**src/sv/u8st_pkg.sv**
```systemverilog
// ----------------------------------------------------------------------------
// u8st_pkg
// Shared types and constants of the UTF-8 sanitizing copier.
// ----------------------------------------------------------------------------
package u8st_pkg;

   localparam int unsigned CAP_BITS    = 12;
   localparam int unsigned QUEUE_DEPTH = 8;
   localparam int unsigned QPTR_BITS   = $clog2(QUEUE_DEPTH);

   localparam logic [CAP_BITS-1:0] CAP_RESET = 12'd128;

   localparam logic [7:0] ASCII_LIMIT = 8'h80;
   localparam logic [7:0] LEAD2_LOW   = 8'hC2;
   localparam logic [7:0] LEAD2_HIGH  = 8'hDF;
   localparam logic [7:0] LEAD3_LOW   = 8'hE0;
   localparam logic [7:0] LEAD3_HIGH  = 8'hEF;
   localparam logic [7:0] LEAD4_LOW   = 8'hF0;
   localparam logic [7:0] LEAD4_HIGH  = 8'hF4;
   localparam logic [7:0] CONT_MASK   = 8'hC0;
   localparam logic [7:0] CONT_CODE   = 8'h80;

   // one emitted sequence: byte k in bits 8k+7..8k, last_idx = length - 1
   typedef struct packed {
      logic [31:0] bytes;
      logic [1:0]  last_idx;
      logic        is_last;
   } group_type;

   function automatic logic [2:0] seq_length(input logic [7:0] b);
      logic [2:0] len;
      len = 3'd0;
      if (b < ASCII_LIMIT) len = 3'd1;
      else if (b >= LEAD2_LOW && b <= LEAD2_HIGH) len = 3'd2;
      else if (b >= LEAD3_LOW && b <= LEAD3_HIGH) len = 3'd3;
      else if (b >= LEAD4_LOW && b <= LEAD4_HIGH) len = 3'd4;
      return len;
   endfunction

endpackage

```
**src/sv/utf8_sanitize_truncate.sv**
```systemverilog
// ----------------------------------------------------------------------------
// utf8_sanitize_truncate
// Validating, truncating UTF-8 byte copier.
// ----------------------------------------------------------------------------
// Takes one source byte per cycle while req_full is low and emits only whole
// UTF-8 sequences that fit in csr_wdata-sized destination space (terminator
// included); the zero byte always comes out last with rsp_is_last set. The
// front classifies and assembles sequences; an 8-entry sequence queue feeds
// the back end, which emits one word per cycle from its output register while
// rsp_pop keeps up, giving a sustained rate of one byte per cycle in and out.
// Each sequence reaches the outputs through the queue and the output register.
// req_full rises only when the queue fills while results are being stalled.
// ----------------------------------------------------------------------------
module utf8_sanitize_truncate import u8st_pkg::*; #(
   parameter int unsigned COUNT_BITS = 12
) (
   input  logic                clock,
   input  logic                reset,
   input  logic                csr_valid,
   output logic                csr_ready,
   input  logic [CAP_BITS-1:0] csr_wdata,
   input  logic                req_push,
   output logic                req_full,
   input  logic [7:0]          req_in_byte,
   output logic                rsp_empty,
   input  logic                rsp_pop,
   output logic [7:0]          rsp_out_byte,
   output logic                rsp_is_last
);

   logic      accept;
   logic      grp_push;
   group_type grp;
   group_type head;
   logic      q_full, q_empty, q_pop;

   assign req_full = q_full;
   assign accept   = req_push && !q_full;

   u8st_front #(
      .COUNT_BITS(COUNT_BITS)
   ) u_front (
      .clock     (clock),
      .reset     (reset),
      .csr_valid (csr_valid),
      .csr_ready (csr_ready),
      .csr_wdata (csr_wdata),
      .accept    (accept),
      .in_byte   (req_in_byte),
      .grp_push  (grp_push),
      .grp       (grp)
   );

   u8st_queue u_queue (
      .clock     (clock),
      .reset     (reset),
      .push      (grp_push),
      .push_data (grp),
      .full      (q_full),
      .pop       (q_pop),
      .head      (head),
      .empty     (q_empty)
   );

   u8st_back u_back (
      .clock        (clock),
      .reset        (reset),
      .head         (head),
      .q_empty      (q_empty),
      .q_pop        (q_pop),
      .rsp_empty    (rsp_empty),
      .rsp_pop      (rsp_pop),
      .rsp_out_byte (rsp_out_byte),
      .rsp_is_last  (rsp_is_last)
   );

endmodule

```
**src/sv/u8st_front.sv**
```systemverilog
// ----------------------------------------------------------------------------
// u8st_front
// Classifies source bytes, assembles sequences and applies the fit rule.
// ----------------------------------------------------------------------------
module u8st_front import u8st_pkg::*; #(
   parameter int unsigned COUNT_BITS = 12
) (
   input  logic                clock,
   input  logic                reset,
   input  logic                csr_valid,
   output logic                csr_ready,
   input  logic [CAP_BITS-1:0] csr_wdata,
   input  logic                accept,
   input  logic [7:0]          in_byte,
   output logic                grp_push,
   output group_type           grp
);

   localparam int unsigned CW = ((COUNT_BITS > CAP_BITS) ? COUNT_BITS : CAP_BITS) + 1;

   logic [CAP_BITS-1:0]   capacity_ff;
   logic [23:0]           pend_ff, pend_in;
   logic [2:0]            exp_ff, exp_in;
   logic [1:0]            coll_ff, coll_in;
   logic [COUNT_BITS-1:0] wc_ff, wc_in;
   logic                  stop_ff, stop_in;

   logic        emit_go;
   logic [31:0] emit_bytes;
   logic [2:0]  emit_n;
   logic        treat_new;
   logic [2:0]  len;
   logic [31:0] merged;
   logic [CW-1:0] cap_w, lim_w, eff_w, sum_w;
   logic        fits;

   assign csr_ready = 1'b1;

   assign merged = {8'h00, pend_ff} | (32'(in_byte) << {coll_ff, 3'b000});
   assign len    = seq_length(in_byte);

   assign cap_w = CW'(capacity_ff);
   assign lim_w = (CW'(1) << COUNT_BITS) - CW'(1);
   assign eff_w = (cap_w < lim_w) ? cap_w : lim_w;
   assign sum_w = CW'(wc_ff) + CW'(emit_n);
   assign fits  = sum_w < eff_w;

   always_comb begin
      pend_in    = pend_ff;
      exp_in     = exp_ff;
      coll_in    = coll_ff;
      wc_in      = wc_ff;
      stop_in    = stop_ff;
      emit_go    = 1'b0;
      emit_bytes = 32'h0;
      emit_n     = 3'd1;
      treat_new  = 1'b1;
      grp_push   = 1'b0;
      grp        = '{bytes: 32'h0, last_idx: 2'd0, is_last: 1'b0};

      if (in_byte == 8'h00) begin
         pend_in  = 24'h0;
         exp_in   = 3'd0;
         coll_in  = 2'd0;
         wc_in    = '0;
         stop_in  = 1'b0;
         grp_push = accept;
         grp      = '{bytes: 32'h0, last_idx: 2'd0, is_last: 1'b1};
      end else if (!stop_ff) begin
         if (exp_ff != 3'd0) begin
            if ((in_byte & CONT_MASK) == CONT_CODE) begin
               treat_new = 1'b0;
               if ({1'b0, coll_ff} + 3'd1 >= exp_ff) begin
                  emit_go    = 1'b1;
                  emit_bytes = merged;
                  emit_n     = exp_ff;
               end else begin
                  pend_in = merged[23:0];
                  coll_in = coll_ff + 2'd1;
               end
            end else begin
               pend_in = 24'h0;
               exp_in  = 3'd0;
               coll_in = 2'd0;
            end
         end
         if (treat_new) begin
            if (len == 3'd1) begin
               emit_go    = 1'b1;
               emit_bytes = 32'(in_byte);
               emit_n     = 3'd1;
            end else if (len != 3'd0) begin
               pend_in = 24'(in_byte);
               exp_in  = len;
               coll_in = 2'd1;
            end
         end
         if (emit_go) begin
            pend_in = 24'h0;
            exp_in  = 3'd0;
            coll_in = 2'd0;
            if (fits) begin
               wc_in    = wc_ff + COUNT_BITS'(emit_n);
               grp_push = accept;
               grp      = '{bytes: emit_bytes, last_idx: 2'(emit_n - 3'd1), is_last: 1'b0};
            end else begin
               stop_in = 1'b1;
            end
         end
      end
   end

   always_ff @(posedge clock) begin
      if (reset) begin
         capacity_ff <= CAP_RESET;
         pend_ff     <= 24'h0;
         exp_ff      <= 3'd0;
         coll_ff     <= 2'd0;
         wc_ff       <= '0;
         stop_ff     <= 1'b0;
      end else begin
         if (csr_valid) begin
            capacity_ff <= csr_wdata;
         end
         if (accept) begin
            pend_ff <= pend_in;
            exp_ff  <= exp_in;
            coll_ff <= coll_in;
            wc_ff   <= wc_in;
            stop_ff <= stop_in;
         end
      end
   end

endmodule

```
**src/sv/u8st_queue.sv**
```systemverilog
// ----------------------------------------------------------------------------
// u8st_queue
// Short queue of assembled sequences between front and back.
// ----------------------------------------------------------------------------
module u8st_queue import u8st_pkg::*; (
   input  logic      clock,
   input  logic      reset,
   input  logic      push,
   input  group_type push_data,
   output logic      full,
   input  logic      pop,
   output group_type head,
   output logic      empty
);

   group_type            mem_ff [QUEUE_DEPTH];
   logic [QPTR_BITS-1:0] wr_ff, rd_ff;
   logic [QPTR_BITS:0]   cnt_ff;
   logic                 do_push, do_pop;

   assign full    = (cnt_ff == (QPTR_BITS+1)'(QUEUE_DEPTH));
   assign empty   = (cnt_ff == '0);
   assign head    = mem_ff[rd_ff];
   assign do_push = push && !full;
   assign do_pop  = pop && !empty;

   always_ff @(posedge clock) begin
      if (do_push) begin
         mem_ff[wr_ff] <= push_data;
      end
   end

   always_ff @(posedge clock) begin
      if (reset) begin
         wr_ff  <= '0;
         rd_ff  <= '0;
         cnt_ff <= '0;
      end else begin
         if (do_push) wr_ff <= wr_ff + QPTR_BITS'(1);
         if (do_pop)  rd_ff <= rd_ff + QPTR_BITS'(1);
         unique case ({do_push, do_pop})
            2'b10:   cnt_ff <= cnt_ff + (QPTR_BITS+1)'(1);
            2'b01:   cnt_ff <= cnt_ff - (QPTR_BITS+1)'(1);
            default: cnt_ff <= cnt_ff;
         endcase
      end
   end

endmodule

```
**src/sv/u8st_back.sv**
```systemverilog
// ----------------------------------------------------------------------------
// u8st_back
// Splits queued sequences into single words on the result register.
// ----------------------------------------------------------------------------
module u8st_back import u8st_pkg::*; (
   input  logic       clock,
   input  logic       reset,
   input  group_type  head,
   input  logic       q_empty,
   output logic       q_pop,
   output logic       rsp_empty,
   input  logic       rsp_pop,
   output logic [7:0] rsp_out_byte,
   output logic       rsp_is_last
);

   logic [1:0] idx_ff;
   logic       valid_ff;
   logic [7:0] byte_ff;
   logic       last_ff;
   logic       load;
   logic       at_end;

   assign rsp_empty    = !valid_ff;
   assign rsp_out_byte = byte_ff;
   assign rsp_is_last  = last_ff;

   assign load   = !q_empty && (!valid_ff || rsp_pop);
   assign at_end = (idx_ff == head.last_idx);
   assign q_pop  = load && at_end;

   always_ff @(posedge clock) begin
      if (load) begin
         byte_ff <= head.bytes[{idx_ff, 3'b000} +: 8];
         last_ff <= head.is_last && at_end;
      end
   end

   always_ff @(posedge clock) begin
      if (reset) begin
         valid_ff <= 1'b0;
         idx_ff   <= 2'd0;
      end else begin
         if (load) begin
            valid_ff <= 1'b1;
            idx_ff   <= at_end ? 2'd0 : idx_ff + 2'd1;
         end else if (rsp_pop) begin
            valid_ff <= 1'b0;
         end
      end
   end

endmodule

```
**config.mk**
```make
export PLATFORM = sky130hd
export DESIGN_NAME = utf8_sanitize_truncate
export DESIGN_NICKNAME = d
export VERILOG_FILES = /design/src/sv/u8st_pkg.sv /design/src/sv/utf8_sanitize_truncate.sv /design/src/sv/u8st_front.sv /design/src/sv/u8st_queue.sv /design/src/sv/u8st_back.sv
export SDC_FILE = /design/constraint.sdc
export NUM_CORES = 1
export LEC_CHECK = 0
export BUFFER_PORTS_ARGS = -buffer_cell sky130_fd_sc_hd__buf_2
export CORE_MARGIN = 3
export CORE_UTILIZATION = 55
export DETAILED_ROUTE_END_ITERATION = 7
export GPL_TIMING_DRIVEN = 1
export PLACE_DENSITY = 0.82
export SLEW_MARGIN = 5
export SYNTH_ARGS = -nofsm -noshare
export SYNTH_HDL_FRONTEND = slang
export SYNTH_HIERARCHICAL = 1
export SYNTH_SLANG_ARGS = --single-unit
```
**constraint.sdc**
```tcl
create_clock -name clock -period 12.1 [get_ports clock]
set_input_delay 1.21 -clock clock [delete_from_list [all_inputs] [get_ports clock]]
set_output_delay 1.21 -clock clock [all_outputs]
set_load 0.02 [all_outputs]
```
==> summary.md <==
| Metric | Value |
|---|---|
| Status | complete, no violations |
| Worst-path cell chain | ha_1 > ha_1 > a31oi_1 > nor3_1 > nand2b_1 > nand2b_1 > ha_1 > fa_1 > a21oi_1 > nor2b_1 > nand3_1 > xnor2_1 > ha_1 > a21oi_1 > a21oi_1 > nor4b_1 > nand3_1 > nand2_1 > nand3_1 > nor3_2 > buf_4 |
| FF+latch count, synth | 359 |
| Slew Viols, Final | 0 |
| Post-DP Area | 0.0161 mm² |
| Total track usage | 21.0% |
| Clk_skew | 0.0200 ns |
| Largest net degree at the start of global routing | 71 |
| Commonest non-fill, non-tap cell in the layout | edfxtp_1 |
| Max Clock Freq | 127 MHz |
| Initial antenna violation count | 3 |
| Ys async rst share | 0% |
| Number of setup buffers added after CTS | 0 |
| Fill cell count | 1990 |
| Wire length per cell | 22.5 µm |
| Starting Density | 56.0% |
| Core area | 0.0279 mm² |
| M1 GR Usage | 29.3% |
| Fin Setup TNS | 0 ns |
| H-tree depth | 2 |
| Register area | 0.0101 mm² |
| Max Cap Viol | 0 |
| Final hold vios | 0 |
| Most frequent cells in the layout | 289 x edfxtp_1, 70 x nor2_1, 67 x dfxtp_1 |
| I/O pin count | 37 |
| Leak | 0.00571 µW |
| First-pass GRT wire length | 49300 µm |
| Met2 Use GR | 33.7% |
| Seq/Total Area, Yosys | 64.4% |
| Cells after Synth | 963 |
| Final instance area | 0.0173 mm² |
| Die width | 175 µm |
| DR vias | 8504 |
| Nets | 1047 |
| Antenna Violating Nets Remaining | 0 |
| Prevailing post-synth register cell | edfxtp_1 |
| CP peak stage delay | 0.97 ns |
| Multi-input gate area | 0.00518 mm² |
| Final wirelength | 31500 µm |
| Worst skew pair latency | 0.52 ns |
| HP Class | flop to flop |
| Placed Instances | 1334 |
| Post-synth EDFFs | 289 |
| Synthesized Nets | 1016 |
| Vias per inst | 6.07 |
| Die outline height | 175 µm |
| Unique cell type count in the Yosys netlist | 77 |
| Max-slew headroom | 14.7% |
| Crit Path Class | flop to flop |
| Most Used Layer, Global Route | met2 |
| Final HPWL DP | 19200 µm |
| Yosys warning count | 6 |
| Clk buf depth | 3 |
| # setup viols final | 0 |
| Flop2flop setup slack | 4.20 ns |
| GRT overflow | 0 |
| DR pass1 iterations | 5 |
| CTS Buf Count | 36 |
| Post-CTS Hold Fix Bufs | 0 |
| GPL Wtd Cong | 0.900 |
| RSZ-0062 raised after global routing | false |
| Syn_area_per_cell | 16.3 µm² |
| DRT iter0 DRCs | 837 |
| CP max FO | 23 |
| CP Launch Type | flop |
| Final Cycle Share | 65.3% |
| Final non-filler cell total | 1400 |
| Crit-path most repeated cell | ha_1 |
| Clock sinks | 359 |
| Max VDD drop | 0.000178 V |
| Worst path slowest cell | nor3_2 |
| Row cnt | 61 |
| PortBufs | 35 |
| Post-CTS Resized | 0 |
| Layout cells sized above 1 | 23.1% |
| TritonCTS clock tree | done |
| Power Density | 152 mW/mm² |
| Required time of the critical path | 12.26 ns |
| Critical path capture point type | flop |
| Vias in the first global route | 8564 |
| CP Data Arrival Time | 8.06 ns |
| Die ar. | 0.0305 mm² |
| Fin util | 61.9% |
| Slew @ Worst Pin | 1.28 ns |
| CTS Root Cell | clkbuf_16 |
| Post-Syn Area | 0.0157 mm² |
| Area Overhead vs Synth | 10.4% |
| DRC Markers | 0 |
| Final min period | 7.90 ns |
| Clock-pin slew on the worst setup and hold paths | 0.06 ns |
| Met3 usage | 4.22% |
-- Yosys cell counts, types with 5 or more instances --
cell type	number	share of area, %
buf_4	5	0.24
buf_1	5	0.12
o21ai_0	9	0.29
nand2_1	22	0.53
mux2i_1	14	0.90
xnor2_1	11	0.62
a22oi_1	9	0.43
a22o_1	5	0.28
a21o_1	6	0.29
nand2b_1	14	0.56
dfxtp_1	70	9.0
nor2_2	11	0.44
and2_1	8	0.32
buf_2	11	0.35
xor2_1	14	0.78
mux4_2	43	6.2
inv_1	26	0.62
mux2_2	37	2.7
nor2_4	9	0.65
nor2b_1	7	0.28
nor3_1	16	0.51
buf_6	12	0.86
nor2_1	73	1.8
nand3_1	14	0.45
a21oi_1	60	1.9
mux4_1	35	5.9
clkbuf_1	18	0.43
nand4_1	6	0.24
edfxtp_1	289	55
ha_1	26	2.1
-- logic make-up (layout without fill, tap and decap cells) --
logic type | after synthesis | in the layout | share of synthesized area [%]
simple gates | 222 | 222 | 8.35
mux | 129 | 129 | 15.6
flops | 359 | 359 | 64.4
compound gates | 118 | 118 | 4.88
other cells | 2 | 4 | 0.0480
fa+ha+maj | 28 | 28 | 2.33
buf+inv | 79 | 136 | 2.85
xor+xnor | 26 | 26 | 1.50
-- area by class of cell --
| class | instances | area share [%] |
|---|---|---|
| diodes | 2 | 0.0290 |
| clock buffers | 48 | 5.65 |
| well taps | 378 | 2.74 |
| flip-flops and latches | 359 | 58.4 |
| inverters | 26 | 0.565 |
| repair buffers | 46 | 1.49 |
| clock inverters | 16 | 1.19 |
| multi-input cells | 525 | 30.0 |
-- routing by layer --
metal,vias up,wire length [µm]
met4,2,879
met1,4240,12900
met3,72,2600
li1,3820,-
met5,-,13
met2,370,15100
-- critical path: cells and delay by family (launching register included) --
family                     cells  cell delay [ns]
buffers and inverters          1             0.51
and+or+nand+nor               10             3.86
xor gates and xnor gates       1             0.08
AOI/OAI and AO/OA              4             0.91
adders and majority gates      5             1.56
DFF                            1             0.59
-- power by group --
group / leakage [µW] / switching (µW) / total [µW] / internal (µW)
clock: 0.000578 / 438 / 1110 / 675
sequential: 0.00323 / 18.8 / 1370 / 1350
combinational: 0.00190 / 83.0 / 139 / 55.5
total: 0.00571 / 539 / 2620 / 2080
-- sequential cells by signal (all words and copies together) (netlist names), 2 cells and up, named ones only --
signal,count
u_front/exp_ff,3
u_queue/wr_ff,3
u_front/coll_ff,2
u_front/capacity_ff,12
u_back/idx_ff,2
u_front/pend_ff,24
u_queue/cnt_ff,4
u_queue/rd_ff,3
u_queue/mem_ff,280
u_front/wc_ff,12
u_back/rsp_out_byte,8
-- final timing paths --
kind,startpoint,end,cells after the start
setup / recovery,u_front/coll_ff[0],u_queue/mem_ff[4][12],21
hold / removal,u_front/pend_ff[14],u_front/pend_ff[14],2
setup reg to reg,u_front/coll_ff[0],u_queue/mem_ff[4][12],21
hold reg to reg,u_front/pend_ff[14],u_front/pend_ff[14],2
-- metrics by stage --
step	total power (µW)	hold slack [ns]	setup slack, ns
2_1_floorplan	1490	0.438	3.08
3_5_place_dp	1530	0.454	4.09
4_1_cts	2640	0.469	4.25
6_report	2620	0.472	4.20
5_1_grt	2700	0.495	3.54
3_3_place_gp	1530	0.449	4.28
Power figures use the tool's default switching activity.
